[src/sv/grid_divergence_curl_stencil_unit_assert.svh]
// ----------------------------------------------------------------------------
// grid_divergence_curl_stencil_unit_assert.svh
// Assertion macros for the stencil unit. They compile to nothing when SYNTH is
// defined.
// ----------------------------------------------------------------------------
`ifndef GRID_DIVERGENCE_CURL_STENCIL_UNIT_ASSERT_SVH
`define GRID_DIVERGENCE_CURL_STENCIL_UNIT_ASSERT_SVH

`ifndef SYNTH
// Same-cycle implication, checked on every rising edge out of reset.
`define GDCS_ASSERT_IMP(label, ante, cons) \
	label: assert property (@(posedge clk) disable iff (!arst_n) (ante) |-> (cons)) \
		else $error("assertion failed");
// Next-cycle implication, checked on every rising edge out of reset.
`define GDCS_ASSERT_NEXT(label, ante, cons) \
	label: assert property (@(posedge clk) disable iff (!arst_n) (ante) |=> (cons)) \
		else $error("assertion failed");
`else
`define GDCS_ASSERT_IMP(label, ante, cons)
`define GDCS_ASSERT_NEXT(label, ante, cons)
`endif

`endif

[src/sv/gdcs_ram.sv]
// ----------------------------------------------------------------------------
// gdcs_ram
// Generic single-port synchronous RAM with a registered read.
// ----------------------------------------------------------------------------
module gdcs_ram #(
	parameter int WIDTH = 8,
	parameter int DEPTH = 16
) (
	input  logic                     clk,
	input  logic                     en,
	input  logic                     we,
	input  logic [$clog2(DEPTH)-1:0] addr,
	input  logic [WIDTH-1:0]         wdata,
	output logic [WIDTH-1:0]         rdata
);

	logic [WIDTH-1:0] mem [DEPTH];

	// One access per cycle: a write, or a read whose data appears next cycle.
	always_ff @(posedge clk) begin
		if (en) begin
			if (we) begin
				mem[addr] <= wdata;
			end else begin
				rdata <= mem[addr];
			end
		end
	end

endmodule

[config.mk]
export PLATFORM = sky130hd
export DESIGN_NAME = gdcs_ram
export DESIGN_NICKNAME = d
export VERILOG_FILES = /design/src/sv/grid_divergence_curl_stencil_unit_assert.svh /design/src/sv/gdcs_ram.sv
export SDC_FILE = /design/constraint.sdc
export NUM_CORES = 1
export LEC_CHECK = 0
export ABC_AREA = 1
export BUFFER_PORTS_ARGS = -buffer_cell sky130_fd_sc_hd__buf_2
export CAP_MARGIN = 15
export CORE_ASPECT_RATIO = 1.4
export CORE_MARGIN = 2
export CORE_UTILIZATION = 45
export CTS_CLUSTER_DIAMETER = 30
export CTS_CLUSTER_SIZE = 30
export DETAILED_ROUTE_END_ITERATION = 7
export PLACE_DENSITY = 0.65
export SLEW_MARGIN = 30
export SYNTH_ARGS = -nofsm -noshare
export SYNTH_HDL_FRONTEND = slang
export SYNTH_SLANG_ARGS = --single-unit
[constraint.sdc]
create_clock -name clk -period 4.6 [get_ports clk]
set_input_delay 0.92 -clock clk [delete_from_list [all_inputs] [get_ports clk]]
set_output_delay 0.92 -clock clk [all_outputs]
set_load 0.005 [all_outputs]
==> results_dict.tcl, run 1 <==
set metrics [dict create \
    p_total_w 0.00286 \
    cts_tree "done" \
    ant_nets 0 \
    dieWidth_microns 99.1 \
    fill_cells 1078 \
    grt_pass1_wl_mm 20.0 \
    p_per_area_nw_per_um2 443 \
    async_flop_share_pct 0 \
    die_h_microns 137 \
    ys.flop_type "edfxtp_1" \
    leakagePower_nw 2.75 \
    cts_max_level 4 \
    crit_fanout 42 \
    clk_pin_slew_ns 0.06 \
    crit_path_end_kind "flip-flop" \
    grt_max_degree 67 \
    wl_per_cell_microns 17.2 \
    cts_buffers 17 \
    rsz0062_at_grt "false" \
    status "finished, final reports clean" \
    preCtsSetupSlack_ns 1.55 \
    io_pins 23 \
    syn_area_sq_um 5690 \
    fin_crit_ns 2.65 \
    layoutNonFillerInstCount 736 \
    synthTopCellsByCount "nand2_1, edfxtp_1, inv_1" \
    hpwlAfterDp_mm 8.30 \
    wl_mm 12.7 \
    insertion_delay_ns 0.41 \
    drv_slew 0 \
    yosys.cell_count.top_type "nand2_1" \
    critPathLaunchType "input port" \
    vias_per_cell 4.98 \
    hold_path_class "flip-flop to flip-flop" \
    dieArea_sq_um 13600 \
    clk_path_buf_depth 2 \
    whs_ns 0.799 \
    syn_avg_cell_area_sq_um 10.3 \
    portBuffers 22 \
    crit_required_ns 4.63 \
    cp.arrival_ns 2.68 \
    overflow 0 \
    ctsResizeCount 0 \
    fin_worst_skew_ns 0.00493 \
    dp_cells 705 \
    netlist.area_leader.share_pct 71.8 \
    slew_headroom_pct 43.9 \
    start_util_pct 46.2 \
    fin_nets 589 \
    multi_input_area_sq_um 1390 \
    setup_viol 0 \
    route.detailed.drc 0 \
    antenna_found_initial 0 \
    synth_cells 552 \
    register_area_sq_um 4080 \
    ys_ff_latch 136 \
    cts_sinks 136 \
    drtIter0Drc 262 \
    track_usage_pct 20.3 \
    syn_nets 567 \
    worstMarginPinSlew_ns 0.839 \
    synthToLayoutAreaGrowth_pct 13.7 \
    gp_congestion 0.880 \
    grt_pass1_vias 3738 \
    hold_buffers 0 \
    via_count 3665 \
    fmax_mhz 378 \
    peakVddDrop_v 0.000262 \
    yosysUniqueCellTypes 9 \
    fin_crit_sh_pct 57.6 \
    hold_violations 0 \
    ys_warn_count 0 \
    drive_above_1_share_pct 9.73 \
    postCtsSetupRepairBufs 0 \
    tns_ns 0 \
    yosysSeqAreaShare_pct 71.8 \
    dr.pass1.iters 5 \
    cap_violations 0 \
    antennaDiodeCount 0 \
    synth.largest_area_cell "edfxtp_1" \
    core-area_sq_um 12300 \
    synth-edff-count 136 \
    synthTopCellsByArea "edfxtp_1, nand2_1, inv_1" \
    root_buffer "clkbuf_16" \
    crit_type "input port to flip-flop" \
    layout_setup_ws_ns 1.95 \
    rows 48 \
]
## layout make-up
type                            count  area share [%]
Tap cell                          150            2.90
Sequential cell                   136            63.1
Multi-Input combinational cell    370            21.5
Inverter                           25            1.45
Clock buffer                       17            6.58
Timing Repair Buffer               24            1.93
Clock inverter                     14            2.46
## per-stage QoR
step	cell area [sq um]	util [%]
global placement	5880	47.8
floorplan	5690	-
detailed placement	5880	47.8
global route	6470	52.5
finish	6470	52.5
CTS	6470	52.5
## layout by cell type, fill, tap and decap left out
cell type and n:
buf_2 22, bufinv_16 3, clkbuf_16 17, nand2_1 347, nor2_1 19, clkinvlp_4 2
clkinv_2 4, inv_2 4, nand3_1 4, inv_1 21, clkinv_4 3, buf_4 2
clkinv_1 2, edfxtp_1 136
## layer usage
layer | wire length, microns | part of all wire, % | vias to the layer above | GRT usage (%)
met5 | 0 | 0 | - | 0
met4 | 386 | 3.0 | 0 | 9.44
met3 | 603 | 4.8 | 27 | 4.09
met2 | 6470 | 51 | 118 | 34.9
met1 | 5240 | 41 | 1711 | 24.4
li1 | - | - | 1809 | -
## flip-flops by register name (all words and copies together) (netlist names)
register and cells:
mem 128, rdata 8
## worst max-delay path, cell delays in order
cell and delay (ns):
buf_2 0.11, inv_2 0.29, buf_4 0.46, nand3_1 0.29, nor2_1 0.60
## power breakdown
part,switching [W],internal [W],leakage (nW)
sequential,0.00000394,0.00138,1.23
clock,0.000483,0.000842,0.283
combinational,0.000114,0.0000360,1.23
total,0.000601,0.00226,2.75
## logic make-up after synthesis
logic type,after synthesis,share of synthesized area (%)
simple gates,370,24.5
flops,136,71.8
buf+inv,46,3.76
## path summary, 6_finish.rpt
check	start	end	slack, ns	depth (start not counted)
hold / removal	mem[9][7]$_DFFE_PP_	rdata[7]$_DFFE_PP_	0.80	8
setup / recovery	addr[0]	mem[12][1]$_DFFE_PP_	1.95	5
setup reg to reg	mem[5][3]$_DFFE_PP_	rdata[3]$_DFFE_PP_	3.41	8
hold reg to reg	mem[9][7]$_DFFE_PP_	rdata[7]$_DFFE_PP_	0.80	8
Note: power is estimated with default switching activity, not from simulation.
==> run 2, diff against run 1 <==
- ABC_AREA: 1 -> 0
- PLACE_DENSITY: 0.65 -> 0.68
- clock period: 4.6 -> 2.4 ns (I/O delays scaled with it)
==> run 2 against run 1 <==
Clock skew hardly changed. Power is 95% higher. Synthesized cell count is 58% lower. Final area is 2.7% lower. Wire length is 24% lower.
==> results_dict.tcl, run 2 <==
set metrics [dict create \
    grt_max_degree 24 \
    syn_nets 249 \
    ff2ff_path_depth 3 \
    syn_avg_cell_area_sq_um 22.4 \
    fin_nets 302 \
    regMostFlops "mem" \
    synth_top_family_by_area "multiplexers" \
    fin_crit_ns 1.73 \
    ctsResizeCount 0 \
    p_per_area_nw_per_um2 887 \
    dieWidth_microns 95.2 \
    final_cell_mix "edfxtp_1, buf_4, buf_2, clkbuf_16" \
    cts_max_level 4 \
    clk_path_buf_depth 2 \
    fmax_mhz 578 \
    overflow 0 \
    crit_type "input port to flip-flop" \
    p_total_w 0.00558 \
    tns_ns 0 \
    holdPathStages 1 \
    root_buffer "clkbuf_16" \
    via_count 2457 \
    postCtsSetupRepairBufs 0 \
    grt_pass1_vias 2592 \
    worstPathCellList "buf_2, buf_12, mux4_1, a22oi_1, nand2_1" \
    crit_fanout 20 \
    drv_slew 0 \
    track_usage_pct 17.2 \
    hpwlAfterDp_mm 6.37 \
    hold_path_class "input port to flip-flop" \
    crit_path_end_kind "flip-flop" \
    r2r-start "mem[9][6]$_DFFE_PP_" \
    drtIter0Drc 268 \
    synth_compound_area_share_pct 2.29 \
    dpl_cell_area_sq_um 5660 \
    die_h_microns 132 \
    reg_top3 "mem x128, rdata x8" \
    synthToLayoutAreaGrowth_pct 20.1 \
    io_pins 23 \
    start_util_pct 46.2 \
    gp_congestion 0.784 \
    ys_ff_latch 136 \
    slew_headroom_pct 39.9 \
    register_area_sq_um 4080 \
    synth_cells 234 \
    r2r_end "rdata[6]$_DFFE_PP_" \
    ys_warn_count 0 \
    peakVddDrop_v 0.000535 \
    cts_tree "done" \
    cp.arrival_ns 1.88 \
    cpLargestDelayFamily "multiplexers" \
    grt_pass1_wl_mm 14.9 \
    crit_required_ns 2.55 \
    insertion_delay_ns 0.41 \
    dr.pass1.iters 4 \
    fill_cells 826 \
    antenna_found_initial 0 \
    portBuffers 22 \
    wl_per_cell_microns 21.8 \
    route.detailed.drc 0 \
    rows 46 \
    min_from "wdata[5]" \
    cp.depth 5 \
    synth.largest_area_cell "edfxtp_1" \
    path_buf_inv 2 \
    rsz0062_at_grt "false" \
    cap_violations 0 \
    cts_buffers 17 \
    vias_per_cell 5.53 \
    wl_mm 9.67 \
    critPathLaunchType "input port" \
    leakagePower_nw 2.13 \
    yosysUniqueCellTypes 18 \
    worstMarginPinSlew_ns 0.899 \
    clk_pin_slew_ns 0.06 \
    setup_viol 0 \
    status "finished, final reports clean" \
    yosys.cell_count.top_type "edfxtp_1" \
    dieArea_sq_um 12500 \
    synth_xor_area_share_pct 0 \
    drive_above_1_share_pct 31.3 \
    slowest_delay_ns 0.58 \
    fin_area_sq_um 6290 \
    ant_nets 0 \
    synth-edff-count 136 \
    synthTopCellsByArea "edfxtp_1, mux4_1, mux4_2" \
    cts_sinks 136 \
    worstSetupEndpoint "rdata[6]$_DFFE_PP_" \
    yosysSeqAreaShare_pct 78.0 \
    hold_violations 0 \
    synthTopCellsByCount "edfxtp_1, a22oi_1, mux4_1, mux4_2, nor2_1" \
    async_flop_share_pct 0 \
    fin_crit_sh_pct 72.1 \
    yosys.area_share.simple_pct 3.32 \
    syn_area_sq_um 5240 \
    largest_reg_flops 128 \
    antennaDiodeCount 0 \
    slowest_stage "mux4_1" \
    netlist.area_leader.share_pct 78.0 \
    fin_worst_skew_ns 0.00484 \
    ys.flop_type "edfxtp_1" \
    hold_buffers 0 \
    core-area_sq_um 11300 \
    synth_fa_ha_area_share_pct 0 \
    multi_input_area_sq_um 1070 \
    synthMuxAreaShare_pct 14.9 \
    startpoint "addr[0]" \
    final_common_cell "edfxtp_1" \
    reg2reg_slack_ns 0.90 \
]
-- run 2: cell count changes after synthesis, moves of 6 or more --
cell	before	now
nor2_1	19	13
buf_2	12	3
nand2_1	347	10
mux4_1	0	16
a22oi_1	0	16
buf_4	7	0
inv_1	21	0
mux4_2	0	16
-- run 2: final cells by class --
cell class / instances / share of cell area (%)
Clock buffer: 18 / 6.82
Clock inverter: 14 / 3.18
Multi-Input combinational cell: 85 / 17.1
Sequential cell: 136 / 64.9
Tap cell: 144 / 2.86
Timing Repair Buffer: 47 / 5.13
-- run 2: power by group --
part | internal [W] | total [W] | leakage [nW] | switching (W)
logic | 0.0000940 | 0.000218 | 0.605 | 0.000124
registers | 0.00265 | 0.00266 | 1.23 | 0.00000734
clock network | 0.00174 | 0.00271 | 0.297 | 0.000960
-- run 2: kinds of logic after synthesis --
logic type,after synthesis
DFF,136
and+or+nand+nor,37
muxes,32
AOI/OAI and AO/OA,16
buffers and inverters,13
-- run 2: how the worst min path moves through the flow --
stage | endpoint | slack (ns)
2_1_floorplan | mem[0][0]$_DFFE_PP_ | 0.58
3_3_place_gp | rdata[5]$_DFFE_PP_ | 0.73
3_5_place_dp | rdata[1]$_DFFE_PP_ | 0.73
4_1_cts | mem[1][7]$_DFFE_PP_ | 0.44
5_1_grt | mem[6][2]$_DFFE_PP_ | 0.45
6_report | mem[5][5]$_DFFE_PP_ | 0.45
-- run 2: through the flow --
stage / util (%) / cells / hold WS (ns) / worst slack (ns)
detailed placement: 49.9 / 412 / 0.734 / 0.214
global placement: 49.9 / 412 / 0.733 / 0.223
floorplan: - / 234 / 0.579 / 0.198
finish: 55.5 / 444 / 0.454 / 0.670
global route: 55.5 / 444 / 0.447 / 0.628
CTS: 55.5 / 444 / 0.440 / 0.652
-- run 2: layer usage --
layer	GRT usage, %	wire length [microns]
met1	21.6	3790
met2	27.3	5190
met3	4.87	496
met4	8.13	190
met5	0	0
